--- src/hw/rtl/blrc_pkg.sv ---
// shared types, constants and codes for the button lockout / repeat / chord block
package blrc_pkg;

    localparam int BTN_W           = 16;
    localparam int CNT_W           = 8;
    localparam int REPEAT_W        = 9;
    localparam int TIMER_W         = 3;
    localparam int CFG_IDX_W       = 2;
    localparam int CFG_DATA_W      = 16;
    localparam int NUM_BUTTONS_DEF = 16;

    localparam int CHORD_A_BIT = 11;
    localparam int CHORD_B_BIT = 10;

    localparam logic [REPEAT_W-1:0] REPEAT_MAX   = 9'd511;
    localparam logic [TIMER_W-1:0]  TIMER_MAX    = 3'd7;
    localparam logic [TIMER_W-1:0]  CHORD_WINDOW = 3'd4;

    localparam logic [7:0]  RST_REPEAT_DELAY    = 8'd10;
    localparam logic [7:0]  RST_REPEAT_INTERVAL = 8'd4;
    localparam logic [15:0] RST_LOCKOUT_MASK    = 16'h0C00;
    localparam logic [7:0]  RST_LOCKOUT_TICKS   = 8'd6;

    localparam logic [1:0] PHASE_IDLE   = 2'd0;
    localparam logic [1:0] PHASE_WAIT_A = 2'd1;
    localparam logic [1:0] PHASE_WAIT_B = 2'd2;
    localparam logic [1:0] PHASE_CHORD  = 2'd3;

    typedef enum logic [CFG_IDX_W-1:0] {
        CFG_REPEAT_DELAY    = 2'd0,
        CFG_REPEAT_INTERVAL = 2'd1,
        CFG_LOCKOUT_MASK    = 2'd2,
        CFG_LOCKOUT_TICKS   = 2'd3
    } cfg_index_t;

    typedef enum logic [3:0] {
        CH_IDLE   = 4'b0001,
        CH_WAIT_A = 4'b0010,
        CH_WAIT_B = 4'b0100,
        CH_CHORD  = 4'b1000
    } chord_state_t;

    typedef struct packed {
        logic [BTN_W-1:0] held;
        logic [BTN_W-1:0] pressed;
        logic [BTN_W-1:0] released;
    } btn_masks_t;

    typedef struct packed {
        logic       active;
        logic       was_active;
        logic [1:0] phase;
    } chord_status_t;

endpackage

--- src/hw/rtl/blrc_if.sv ---
// valid/ready channel interfaces for frame items and result items
interface blrc_in_if;
    logic                       valid;
    logic                       ready;
    logic [blrc_pkg::BTN_W-1:0] raw_buttons;
    logic                       freeze;

    modport source (output valid, output raw_buttons, output freeze, input ready);
    modport sink   (input valid, input raw_buttons, input freeze, output ready);
endinterface

interface blrc_out_if;
    logic                       valid;
    logic                       ready;
    logic [blrc_pkg::BTN_W-1:0] held_mask;
    logic [blrc_pkg::BTN_W-1:0] pressed_mask;
    logic [blrc_pkg::BTN_W-1:0] released_mask;
    logic [blrc_pkg::BTN_W-1:0] repeat_mask;
    logic                       chord_active;
    logic                       chord_was_active;
    logic [1:0]                 chord_phase;

    modport source (output valid, output held_mask, output pressed_mask,
                    output released_mask, output repeat_mask, output chord_active,
                    output chord_was_active, output chord_phase, input ready);
    modport sink   (input valid, input held_mask, input pressed_mask,
                    input released_mask, input repeat_mask, input chord_active,
                    input chord_was_active, input chord_phase, output ready);
endinterface

--- src/hw/rtl/blrc_lockout.sv ---
// per-button lockout counters and filtered held / pressed / released masks
module blrc_lockout #(
    parameter int NUM_BUTTONS = blrc_pkg::NUM_BUTTONS_DEF
) (
    input  logic                       clk,
    input  logic                       rst_n,
    input  logic                       step,
    input  logic [blrc_pkg::BTN_W-1:0] raw_buttons,
    input  logic                       freeze,
    input  logic [blrc_pkg::BTN_W-1:0] lockout_mask,
    input  logic [blrc_pkg::CNT_W-1:0] lockout_ticks,
    output logic [blrc_pkg::BTN_W-1:0] prev_held,
    output blrc_pkg::btn_masks_t       masks
);
    import blrc_pkg::*;

    // buttons beyond the 16-bit input never see a raw bit, so they stay inert
    localparam int LIVE_BTNS = (NUM_BUTTONS < BTN_W) ? NUM_BUTTONS : BTN_W;

    logic [CNT_W-1:0] cnt_reg  [LIVE_BTNS];
    logic [CNT_W-1:0] cnt_next [LIVE_BTNS];
    logic [BTN_W-1:0] prev_held_reg;
    logic [BTN_W-1:0] held_v;
    logic [BTN_W-1:0] pressed_v;
    logic [BTN_W-1:0] released_v;

    for (genvar i = 0; i < LIVE_BTNS; i++) begin : g_btn
        logic cnt_zero;

        assign cnt_zero      = (cnt_reg[i] == '0);
        assign held_v[i]     = cnt_zero & raw_buttons[i];
        assign pressed_v[i]  = cnt_zero & raw_buttons[i] & ~prev_held_reg[i];
        assign released_v[i] = cnt_zero & ~raw_buttons[i] & prev_held_reg[i];

        always_comb
        begin
            cnt_next[i] = cnt_reg[i];
            if (!cnt_zero)
            begin
                if (!freeze)
                begin
                    // still down when the count runs out: hold at one
                    if (cnt_reg[i] == CNT_W'(1) && raw_buttons[i])
                        cnt_next[i] = CNT_W'(1);
                    else
                        cnt_next[i] = cnt_reg[i] - CNT_W'(1);
                end
            end
            else if (released_v[i] && !freeze)
            begin
                cnt_next[i] = lockout_mask[i] ? lockout_ticks : '0;
            end
        end

        always_ff @(posedge clk or negedge rst_n)
        begin
            if (!rst_n)
                cnt_reg[i] <= '0;
            else if (step)
                cnt_reg[i] <= cnt_next[i];
        end
    end

    for (genvar j = LIVE_BTNS; j < BTN_W; j++) begin : g_dead
        assign held_v[j]     = 1'b0;
        assign pressed_v[j]  = 1'b0;
        assign released_v[j] = 1'b0;
    end

    always_ff @(posedge clk or negedge rst_n)
    begin
        if (!rst_n)
            prev_held_reg <= '0;
        else if (step)
            prev_held_reg <= held_v;
    end

    assign prev_held      = prev_held_reg;
    assign masks.held     = held_v;
    assign masks.pressed  = pressed_v;
    assign masks.released = released_v;

endmodule

--- src/hw/rtl/blrc_repeat.sv ---
// typematic repeat counter with saturating count
module blrc_repeat (
    input  logic                       clk,
    input  logic                       rst_n,
    input  logic                       step,
    input  logic [blrc_pkg::BTN_W-1:0] held,
    input  logic [blrc_pkg::BTN_W-1:0] prev_held,
    input  logic                       pressed_any,
    input  logic [7:0]                 repeat_delay,
    input  logic [7:0]                 repeat_interval,
    output logic [blrc_pkg::BTN_W-1:0] repeat_mask
);
    import blrc_pkg::*;

    logic [REPEAT_W-1:0] count_reg;
    logic [REPEAT_W-1:0] count_next;
    logic [REPEAT_W-1:0] count_base;
    logic [REPEAT_W-1:0] count_inc;
    logic [REPEAT_W-1:0] delay_ext;
    logic [REPEAT_W-1:0] second_hit;
    logic                fire;

    assign delay_ext  = {1'b0, repeat_delay};
    assign second_hit = delay_ext + {1'b0, repeat_interval};
    assign count_base = pressed_any ? '0 : count_reg;
    assign count_inc  = (count_base == REPEAT_MAX) ? count_base
                                                   : count_base + REPEAT_W'(1);

    always_comb
    begin
        fire       = 1'b0;
        count_next = count_base;
        if (prev_held == held)
        begin
            count_next = count_inc;
            if (count_inc == delay_ext || count_inc == second_hit)
            begin
                fire       = 1'b1;
                count_next = delay_ext;
            end
        end
    end

    always_ff @(posedge clk or negedge rst_n)
    begin
        if (!rst_n)
            count_reg <= '0;
        else if (step)
            count_reg <= count_next;
    end

    assign repeat_mask = fire ? held : '0;

endmodule

--- src/hw/rtl/blrc_chord.sv ---
// two-button chord state machine with a four-frame window
module blrc_chord (
    input  logic                    clk,
    input  logic                    rst_n,
    input  logic                    step,
    input  logic                    press_a,
    input  logic                    press_b,
    input  logic                    release_a,
    input  logic                    release_b,
    output blrc_pkg::chord_status_t status
);
    import blrc_pkg::*;

    chord_state_t       state_reg;
    chord_state_t       state_next;
    logic               flag_reg;
    logic               flag_next;
    logic               was_active;
    logic [TIMER_W-1:0] timer_reg;
    logic [TIMER_W-1:0] timer_next;
    logic [TIMER_W-1:0] timer_tick;
    logic [1:0]         phase_out;

    assign timer_tick = (timer_reg == TIMER_MAX) ? timer_reg : timer_reg + TIMER_W'(1);

    always_comb
    begin
        state_next = state_reg;
        flag_next  = flag_reg;
        timer_next = timer_reg;
        was_active = flag_reg;
        if (!flag_reg)
        begin
            case (state_reg)
                CH_WAIT_A, CH_WAIT_B:
                begin
                    timer_next = timer_tick;
                    if (timer_tick >= CHORD_WINDOW)
                        state_next = CH_IDLE;
                    else if (press_a || press_b)
                    begin
                        state_next = CH_CHORD;
                        flag_next  = 1'b1;
                    end
                end
                CH_IDLE:
                begin
                    if (press_a && press_b)
                    begin
                        state_next = CH_CHORD;
                        flag_next  = 1'b1;
                    end
                    else if (press_a)
                    begin
                        state_next = CH_WAIT_A;
                        timer_next = '0;
                    end
                    else if (press_b)
                    begin
                        state_next = CH_WAIT_B;
                        timer_next = '0;
                    end
                end
                default: ;
            endcase
        end
        else
        begin
            case (state_reg)
                CH_WAIT_A, CH_WAIT_B:
                begin
                    timer_next = timer_tick;
                    if (timer_tick >= CHORD_WINDOW)
                    begin
                        // timeout also drops the start-of-frame flag
                        state_next = CH_IDLE;
                        flag_next  = 1'b0;
                        was_active = 1'b0;
                    end
                    else if (release_a || release_b)
                    begin
                        state_next = CH_IDLE;
                        flag_next  = 1'b0;
                    end
                end
                CH_CHORD:
                begin
                    if (release_a && release_b)
                    begin
                        state_next = CH_IDLE;
                        flag_next  = 1'b0;
                    end
                    else if (release_a)
                    begin
                        state_next = CH_WAIT_B;
                        timer_next = '0;
                    end
                    else if (release_b)
                    begin
                        state_next = CH_WAIT_A;
                        timer_next = '0;
                    end
                end
                default: ;
            endcase
        end
    end

    always_ff @(posedge clk or negedge rst_n)
    begin
        if (!rst_n)
        begin
            state_reg <= CH_IDLE;
            flag_reg  <= 1'b0;
            timer_reg <= '0;
        end
        else if (step)
        begin
            state_reg <= state_next;
            flag_reg  <= flag_next;
            timer_reg <= timer_next;
        end
    end

    always_comb
    begin
        case (state_next)
            CH_IDLE:   phase_out = PHASE_IDLE;
            CH_WAIT_A: phase_out = PHASE_WAIT_A;
            CH_WAIT_B: phase_out = PHASE_WAIT_B;
            CH_CHORD:  phase_out = PHASE_CHORD;
            default:   phase_out = PHASE_IDLE;
        endcase
    end

    assign status.phase      = phase_out;
    assign status.active     = flag_next;
    assign status.was_active = was_active;

`ifndef SYNTHESIS
    a_chord_has_flag: assert property (@(posedge clk) disable iff (!rst_n)
        (state_reg == CH_CHORD) |-> flag_reg)
        else $error("chord phase without chord flag");
    a_flag_not_idle: assert property (@(posedge clk) disable iff (!rst_n)
        flag_reg |-> (state_reg != CH_IDLE))
        else $error("chord flag set while idle");
`endif

endmodule

--- src/hw/rtl/button_lockout_repeat_chord.sv ---
// top level: button lockout filter with typematic repeat and chord tracking
// path: an accepted item passes through the input register, then the result register
// throughput: one item per cycle unless the result is stalled; the frame update is one pass of per-button logic
// input and result registers decouple the two channels, so a stalled result still
//   lets one more item in
// reset: async active low; counters, history, chord state and valids cleared, config to defaults
module button_lockout_repeat_chord #(
    parameter int NUM_BUTTONS = blrc_pkg::NUM_BUTTONS_DEF
) (
    input  logic                            clk,
    input  logic                            rst_n,
    blrc_in_if.sink                         frame_in,
    blrc_out_if.source                      frame_out,
    input  logic                            cfg_we,
    input  logic [blrc_pkg::CFG_IDX_W-1:0]  cfg_index,
    input  logic [blrc_pkg::CFG_DATA_W-1:0] cfg_data
);
    import blrc_pkg::*;

    // configuration registers
    logic [7:0]       repeat_delay_reg;
    logic [7:0]       repeat_interval_reg;
    logic [BTN_W-1:0] lockout_mask_reg;
    logic [CNT_W-1:0] lockout_ticks_reg;

    // input stage
    logic             in_valid_reg;
    logic [BTN_W-1:0] raw_reg;
    logic             freeze_reg;

    // result stage
    logic             out_valid_reg;
    btn_masks_t       masks_reg;
    logic [BTN_W-1:0] repeat_reg;
    chord_status_t    chord_reg;

    // datapath between the two stages
    logic             step;
    logic [BTN_W-1:0] prev_held;
    btn_masks_t       masks;
    logic [BTN_W-1:0] repeat_mask;
    chord_status_t    chord;

    // one frame moves from the input register into the result register
    assign step           = in_valid_reg && (!out_valid_reg || frame_out.ready);
    assign frame_in.ready = !in_valid_reg || step;

    always_ff @(posedge clk or negedge rst_n)
    begin
        if (!rst_n)
        begin
            repeat_delay_reg    <= RST_REPEAT_DELAY;
            repeat_interval_reg <= RST_REPEAT_INTERVAL;
            lockout_mask_reg    <= RST_LOCKOUT_MASK;
            lockout_ticks_reg   <= RST_LOCKOUT_TICKS;
        end
        else if (cfg_we)
        begin
            case (cfg_index)
                CFG_REPEAT_DELAY:    repeat_delay_reg    <= cfg_data[7:0];
                CFG_REPEAT_INTERVAL: repeat_interval_reg <= cfg_data[7:0];
                CFG_LOCKOUT_MASK:    lockout_mask_reg    <= cfg_data[BTN_W-1:0];
                CFG_LOCKOUT_TICKS:   lockout_ticks_reg   <= cfg_data[CNT_W-1:0];
                default: ;
            endcase
        end
    end

    // input register: refilled whenever it is empty or draining this cycle
    always_ff @(posedge clk or negedge rst_n)
    begin
        if (!rst_n)
            in_valid_reg <= 1'b0;
        else if (frame_in.valid && frame_in.ready)
            in_valid_reg <= 1'b1;
        else if (step)
            in_valid_reg <= 1'b0;
    end

    always_ff @(posedge clk)
    begin
        if (frame_in.valid && frame_in.ready)
        begin
            raw_reg    <= frame_in.raw_buttons;
            freeze_reg <= frame_in.freeze;
        end
    end

    blrc_lockout #(
        .NUM_BUTTONS (NUM_BUTTONS)
    ) u_lockout (
        .clk           (clk),
        .rst_n         (rst_n),
        .step          (step),
        .raw_buttons   (raw_reg),
        .freeze        (freeze_reg),
        .lockout_mask  (lockout_mask_reg),
        .lockout_ticks (lockout_ticks_reg),
        .prev_held     (prev_held),
        .masks         (masks)
    );

    blrc_repeat u_repeat (
        .clk             (clk),
        .rst_n           (rst_n),
        .step            (step),
        .held            (masks.held),
        .prev_held       (prev_held),
        .pressed_any     (|masks.pressed),
        .repeat_delay    (repeat_delay_reg),
        .repeat_interval (repeat_interval_reg),
        .repeat_mask     (repeat_mask)
    );

    // chord buttons are bits 11 and 10
    blrc_chord u_chord (
        .clk       (clk),
        .rst_n     (rst_n),
        .step      (step),
        .press_a   (masks.pressed[CHORD_A_BIT]),
        .press_b   (masks.pressed[CHORD_B_BIT]),
        .release_a (masks.released[CHORD_A_BIT]),
        .release_b (masks.released[CHORD_B_BIT]),
        .status    (chord)
    );

    // result register
    always_ff @(posedge clk or negedge rst_n)
    begin
        if (!rst_n)
            out_valid_reg <= 1'b0;
        else if (step)
            out_valid_reg <= 1'b1;
        else if (frame_out.ready)
            out_valid_reg <= 1'b0;
    end

    always_ff @(posedge clk)
    begin
        if (step)
        begin
            masks_reg  <= masks;
            repeat_reg <= repeat_mask;
            chord_reg  <= chord;
        end
    end

    assign frame_out.valid            = out_valid_reg;
    assign frame_out.held_mask        = masks_reg.held;
    assign frame_out.pressed_mask     = masks_reg.pressed;
    assign frame_out.released_mask    = masks_reg.released;
    assign frame_out.repeat_mask      = repeat_reg;
    assign frame_out.chord_active     = chord_reg.active;
    assign frame_out.chord_was_active = chord_reg.was_active;
    assign frame_out.chord_phase      = chord_reg.phase;

`ifndef SYNTHESIS
    a_result_from_step: assert property (@(posedge clk) disable iff (!rst_n)
        $rose(out_valid_reg) |-> $past(step))
        else $error("result appeared without a frame update");
    a_full_input_blocks: assert property (@(posedge clk) disable iff (!rst_n)
        (in_valid_reg && !step) |-> !frame_in.ready)
        else $error("input taken while input register held an item");
`endif

endmodule
--- src/flat_wrapper.sv ---
// flat-port wrapper written by rule: the top's interface ports become plain ports
module button_lockout_repeat_chord_flat import blrc_pkg::*;
#(
    parameter int NUM_BUTTONS = blrc_pkg::NUM_BUTTONS_DEF
)
  (clk, rst_n, cfg_we, cfg_index, cfg_data, frame_in_valid, frame_in_raw_buttons, frame_in_freeze, frame_in_ready, frame_out_valid, frame_out_held_mask, frame_out_pressed_mask, frame_out_released_mask, frame_out_repeat_mask, frame_out_chord_active, frame_out_chord_was_active, frame_out_chord_phase, frame_out_ready);
  blrc_in_if frame_in_i ();
  blrc_out_if frame_out_i ();
  input  logic clk;
  input  logic rst_n;
  input  logic cfg_we;
  input  logic [blrc_pkg::CFG_IDX_W-1:0] cfg_index;
  input  logic [blrc_pkg::CFG_DATA_W-1:0] cfg_data;
  input wire logic [$bits(frame_in_i.valid)-1:0] frame_in_valid;
  input wire logic [$bits(frame_in_i.raw_buttons)-1:0] frame_in_raw_buttons;
  input wire logic [$bits(frame_in_i.freeze)-1:0] frame_in_freeze;
  output wire logic [$bits(frame_in_i.ready)-1:0] frame_in_ready;
  output wire logic [$bits(frame_out_i.valid)-1:0] frame_out_valid;
  output wire logic [$bits(frame_out_i.held_mask)-1:0] frame_out_held_mask;
  output wire logic [$bits(frame_out_i.pressed_mask)-1:0] frame_out_pressed_mask;
  output wire logic [$bits(frame_out_i.released_mask)-1:0] frame_out_released_mask;
  output wire logic [$bits(frame_out_i.repeat_mask)-1:0] frame_out_repeat_mask;
  output wire logic [$bits(frame_out_i.chord_active)-1:0] frame_out_chord_active;
  output wire logic [$bits(frame_out_i.chord_was_active)-1:0] frame_out_chord_was_active;
  output wire logic [$bits(frame_out_i.chord_phase)-1:0] frame_out_chord_phase;
  input wire logic [$bits(frame_out_i.ready)-1:0] frame_out_ready;
  assign frame_in_i.valid = frame_in_valid;
  assign frame_in_i.raw_buttons = frame_in_raw_buttons;
  assign frame_in_i.freeze = frame_in_freeze;
  assign frame_in_ready = frame_in_i.ready;
  assign frame_out_valid = frame_out_i.valid;
  assign frame_out_held_mask = frame_out_i.held_mask;
  assign frame_out_pressed_mask = frame_out_i.pressed_mask;
  assign frame_out_released_mask = frame_out_i.released_mask;
  assign frame_out_repeat_mask = frame_out_i.repeat_mask;
  assign frame_out_chord_active = frame_out_i.chord_active;
  assign frame_out_chord_was_active = frame_out_i.chord_was_active;
  assign frame_out_chord_phase = frame_out_i.chord_phase;
  assign frame_out_i.ready = frame_out_ready;
  button_lockout_repeat_chord #(.NUM_BUTTONS(NUM_BUTTONS)) u_core (.clk(clk), .rst_n(rst_n), .frame_in(frame_in_i), .frame_out(frame_out_i), .cfg_we(cfg_we), .cfg_index(cfg_index), .cfg_data(cfg_data));
endmodule
--- config.mk ---
export PLATFORM = sky130hd
export DESIGN_NAME = button_lockout_repeat_chord_flat
export DESIGN_NICKNAME = d
export VERILOG_FILES = /design/src/hw/rtl/blrc_pkg.sv /design/src/hw/rtl/blrc_if.sv /design/src/hw/rtl/blrc_lockout.sv /design/src/hw/rtl/blrc_repeat.sv /design/src/hw/rtl/blrc_chord.sv /design/src/hw/rtl/button_lockout_repeat_chord.sv /design/src/flat_wrapper.sv
export SDC_FILE = /design/constraint.sdc
export NUM_CORES = 1
export LEC_CHECK = 0
export BUFFER_PORTS_ARGS = -buffer_cell sky130_fd_sc_hd__buf_2
export CELL_PAD_IN_SITES_DETAIL_PLACEMENT = 1
export CELL_PAD_IN_SITES_GLOBAL_PLACEMENT = 2
export CORE_MARGIN = 3
export CORE_UTILIZATION = 25
export DETAILED_ROUTE_END_ITERATION = 16
export PLACE_DENSITY_LB_ADDON = 0.05
export SLEW_MARGIN = 10
export SYNTH_ARGS = -nofsm -noshare
export SYNTH_HDL_FRONTEND = slang
export SYNTH_SLANG_ARGS = --single-unit
--- constraint.sdc ---
create_clock -name clk -period 5.45 [get_ports clk]
set_input_delay 1.09 -clock clk [delete_from_list [all_inputs] [get_ports clk]]
set_output_delay 1.09 -clock clk [all_outputs]
set_load 0.005 [all_outputs]
After elaboration in Yosys (flattened, before gate mapping)
Index checks and enable logic that the tools add are counted.
- order comparisons: 1
- equal/unequal tests: 68
- reduce and logical (&&, ||, !) cells: 87
- mux-type cells: 125
- add/subtract/negate cells: 19
- bitwise gates (word level): 96
- operators with widths (kind ; number):
    two-way mux 8 bit ; 80
    == test 8 x 1 -> 1 bit (second input constant) ; 16
    logical NOT 8 bit ; 16
    subtractor 8 x 1 -> 8 bit (second input constant) ; 16
    bitwise AND 1 bit ; 64
    AND reduction 3 bit ; 16
    two-way mux 4 bit ; 11
    logical AND 1 bit ; 36
    two-way mux 9 bit ; 4
    inequality test 2 x 1 -> 1 bit (second input constant) ; 16
    inequality test 2 bit (second input constant) ; 16
    inverter 1 bit ; 32
    two-way mux 3 bit ; 8
    == test 16 bit ; 1
    one-hot mux 4 bit (2 select lines) ; 2
    OR reduction 16 bit ; 1
    two-way mux 1 bit ; 15
    one-hot mux 3 bit (2 select lines) ; 2
    adder 8 x 8 -> 9 bit ; 1
    adder 9 x 1 -> 9 bit (second input constant) ; 1
    == test 9 x 8 -> 1 bit ; 1
    == test 9 bit ; 1
    == test 9 bit (second input constant) ; 1
    == test 4 x 2 -> 1 bit (second input constant) ; 2
    21 further kinds ; 37
- flip-flop bits (word level): 288
- input bits: 40
- logic and storage cells: 432
- output and inout bits: 70

Logic depth before layout (Yosys ltp)
- depth in word-level cells: 11
- mapped depth: 23
- gate-level depth less buffers: 19

By module
From an unflattened synthesis, not the netlist that was laid out.
- cells, all modules: 1683
- area, all modules: 17122.7 sq um
- by module, submodules not included (module ; sequential area each (sq um) ; cells each ; area an instance (sq um) ; times used):
    blrc_lockout ; 3603.5 ; 1142 ; 10084.7 ; 1
    button_lockout_repeat_chord ; 3612.2 ; 183 ; 4200.3 ; 1
    blrc_repeat ; 225.2 ; 245 ; 1936.9 ; 1
    blrc_chord ; 201.4 ; 113 ; 900.9 ; 1

Worst setup path before layout
No wires, ideal clock.
- path kind: reg-to-reg
- start: register u_core.u_lockout.cnt_reg[26] (netlist bit)
- end: register u_core.u_repeat.count_reg[8]
- path slack: 0.649 ns
- setup time: 0.119 ns
- arrival: 4.683 ns
- required time: 5.331 ns
- clock period less this slack: 4.801 ns
- cell stages (with the launch flop): 22
- buffers on the path: 3
- path through: dfrtp_1 -> or4_1 -> nor3_1 -> and2_1 -> nand2_1 -> inv_1 -> ha_1 -> nor4_1 -> and4_1 -> buf_4 -> buf_4 -> and2_1 -> ha_1 -> buf_2 -> and4_1 -> a21oi_1 -> nor3_1 -> a221o_1 -> a2111oi_4 -> nand4_1 -> a31oi_1 -> a21bo_1
- RTL lines (what ; line ; RTL):
    from (decl) ; blrc_lockout.sv:20 ; logic [CNT_W-1:0] cnt_reg [LIVE_BTNS];
    from (signal, indexed assignment) ; blrc_lockout.sv:60 ; cnt_reg[i] <= cnt_next[i];
    to (signal assigned) ; blrc_repeat.sv:49 ; count_reg <= count_next;
    to (decl) ; blrc_repeat.sv:15 ; logic [REPEAT_W-1:0] count_reg;

==> metrics.csv <==
stage,metric,value,unit
outcome,outcome,"finished, final reports clean",
routing,ANT nets after route,0,
placed_design,pre-CTS setup slack,0.134,ns
routing,Met1 Wirelength,29200,µm
sta,Setup-failing EPs final,0,
placed_design,HPWL after DPL,40600,µm
yosys,top cell type by total area after synthesis,dfrtp_1,
worst_setup_path,Critical Path Sink Type,flop,
clocking,CTS sink cnt,288,
floorplan,Die H,259,µm
global_route,pin count of the biggest net entering global routing,102,
clocking,clock slew at reported path FFs,0.06,ns
routing,via count,13600,
yosys,Post-synth top cells,"o21ai_0, dfrtp_1, nand2_1",
global_route,grt total ovfl,0,
yosys,Ys Warns,0,
yosys,top-count cell post-synth,o21ai_0,
placed_design,Port Buffers,109,
clocking,clock buffer depth,3,
yosys,post-synthesis sequential area ratio,47.9,%
sta,relative slew slack,21.4,%
global_route,first-pass GRT wire length,90100,µm
floorplan,# IOs,110,
yosys,number of synthesized register bits,288,
layout,Post-Layout Cell Count,2683,
sta,Final WS setup,0.357,ns
sta,minimum clock period after layout,5.09,ns
placed_design,Post-Place Cells,2608,
yosys,number of synthesized flops with an enable pin,85,
yosys,Netlist cell types,81,
worst_setup_path,"slowest stage delay, CP",0.43,ns
layout,footprint of the multi-input gates,7710,µm²
sta,Fin. Hold Viols,0,
yosys,synthesized net count,1824,
routing,Top Layer Used,met4,
sta,max frequency,196,MHz
flow_run,# Max-Cap Violations,0,
floorplan,Die ar.,66900,µm²
worst_setup_path,CP max FO,17,
sta,final hold slack,0.477,ns
yosys,Mean Syn Cell Area,9.33,µm²
global_route,vias in the first global route,14200,
worst_setup_path,Worst R2R Path Depth,19,
sta,Tcrit/Tclk final,93.4,%
routing,# DRC,0,
sta,Final Slew Violations,0,
sta,Tightest Pin Transition,1.17,ns
routing,Vias/cell,5.05,
layout,fillers,7209,
layout,area grow syn2layout,18.4,%
routing,met2 WL,27100,µm
layout,Largest register FFs,128,
worst_setup_path,CP Data Arrival Time,5.53,ns
sta,TNS Setup,0,ns
global_route,total track usage,17.7,%
yosys,Synth area leaders,"dfrtp_1, edfxtp_1, o21ai_0, ha_1, a21oi_1",
hold_path,HP Class,in -> async,
yosys,mapped cell area,16000,µm²
layout,nets@finish,1928,
floorplan,die width,259,µm
power_and_ir_drop,pwr/cell area,506,nW/µm²
placed_design,gpl congestion,0.804,
worst_setup_path,Critical Path RT,5.88,ns
layout,FF+latch area,7650,µm²
clocking,Num CTS Buffers,40,
routing,post-DR wirelength/cell,22.1,µm
floorplan,core area,62400,µm²
worst_setup_path,Startpoint Class,flop,
clocking,"Clk Latency, worst-skew pair",0.57,ns
clocking,Root Buffer,clkbuf_16,
yosys,ys flop type,dfrtp_1,
power_and_ir_drop,Max VDD drop,254,µV
clocking,CTS tree,built,
worst_setup_path,Setup CP Type,reg -> reg,
sta,Setup Skew,0.0298,ns
routing,initial drt markers,858,
floorplan,Initial Util,25.6,%
power_and_ir_drop,Leakage,7.67,nW
worst_setup_path,cell chain of the critical path,inv_1 > ha_1 > and3_1 > nand2_1 > inv_1 > ha_1 > nor4_2 > and4_1 > and2_1 > ha_1 > and4_1 > and4_1 > o21ai_1 > a221o_1 > a2111oi_4 > and4_4 > o21ai_2 > buf_4 > a21bo_1,
sta,RSZ-0062 raised after global routing,false,
floorplan,row count,91,
yosys,Cells after Synth,1709,
routing,Post-Route WL,59200,µm
routing,met3 wire len,1720,µm
clocking,H-tree levels,2,
worst_setup_path,critical path's slowest cell,nor4_2,
layout,share of layout cells above drive strength 1,15.2,%
layout,final core utilization,30.3,%
routing,DR pass1 iterations,5,
yosys,asr flop ratio synth,70.5,%
global_route,antenna violations before repair,2,
yosys,area share of the largest cell type after synthesis,30.6,%
## cells by family (layout without fill, tap and decap cells)
family                   count (synthesis)  after routing  share of synthesized area [%]
other                                    0              1                              0
flip-flops                             288            288                           47.9
buffers and inverters                  165            301                           3.99
AND/OR/NAND/NOR                        584            584                           18.0
AO/OA/AOI/OAI                          538            538                           20.1
multiplexers                            42             42                           2.96
adder cells (fa/ha/maj)                 75             75                           5.93
XOR/XNOR                                17             17                           1.11
## cell usage in the layout, fill, tap and decap left out, drive strengths merged, types with 5 or more instances in the layout
cell type and n:
nor3 56, buf 140, o211ai 6, nor3b 21
nand3 21, a22oi 36, nor2b 8, a21oi 142
or3 8, and2 26, nand2b 19, nand3b 9
inv 89, a32oi 10, a31oi 16, a211oi 19
mux2 41, clkinv 11, clkbuf 57, edfxtp 85
a221o 11, and3 18, ha 74, o31ai 12
nand2 178, nand4 11, a21o 13, xor2 5
o21a 7, dfstp 8, nor4b 6, nor2 161
nor4 31, dfrtp 195, xnor2 10, o21ai 228
## critical path: cells and delay by family, from the launching register on
family	cells	cell delay, ns
adders and majority gates	3	0.81
AOI/OAI and AO/OA	5	1.09
buffers and inverters	3	0.50
DFF	1	0.40
and+or+nand+nor	8	2.19
## worst paths after layout
kind	slack [ns]	endpoint	start
hold / removal	0.48	u_core.u_lockout.cnt_reg[60]	rst_n
hold reg to reg	0.48	u_core.u_lockout.prev_held[6]	u_core.u_lockout.prev_held[6]
min in group clk	0.48	u_core.u_lockout.prev_held[6]	u_core.u_lockout.prev_held[6]
setup reg to reg	0.36	u_core.u_repeat.count_reg[8]	u_core.u_lockout.cnt_reg[80]
setup / recovery	0.36	u_core.u_repeat.count_reg[8]	u_core.u_lockout.cnt_reg[80]
max in group asynchronous	3.82	u_core.u_chord.state_reg[3]	rst_n
## routing by layer
metal	global-route usage, %	vias to the layer above
met5	0	-
met4	4.62	0
met3	2.32	58
met2	28.3	178
met1	25.1	6890
li1	-	6424
## where the power goes
group / switching, W / internal (W) / total [W]
sequential: 0.000780 / 0.00283 / 0.00361
clock: 0.00104 / 0.00165 / 0.00269
combinational: 0.00200 / 0.00126 / 0.00326
## final cells by class
class | count | share of cell area (%)
multi-input cells | 1256 | 40.9
flip-flops and latches | 288 | 40.5
repair buffers | 140 | 4.24
clock inverters | 17 | 1.06
well taps | 837 | 5.55
inverters | 87 | 1.74
diodes | 1 | 0.0133
clock buffers | 57 | 6.02
## metrics by stage
stage	power [W]	cell area, µm²
after floorplan	0.00566	16000
after global placement	0.00691	17500
after detailed placement	0.00691	17500
after CTS	0.00970	18800
after global routing	0.0103	18900
final	0.00956	18900
## what timing repair did
action,in CTS,in global routing
resized for setup,0,6
buffers inserted,0,0
hold buffers,0,0
endpoints found under the setup margin,0,24
(Power assumes the default switching activity.)
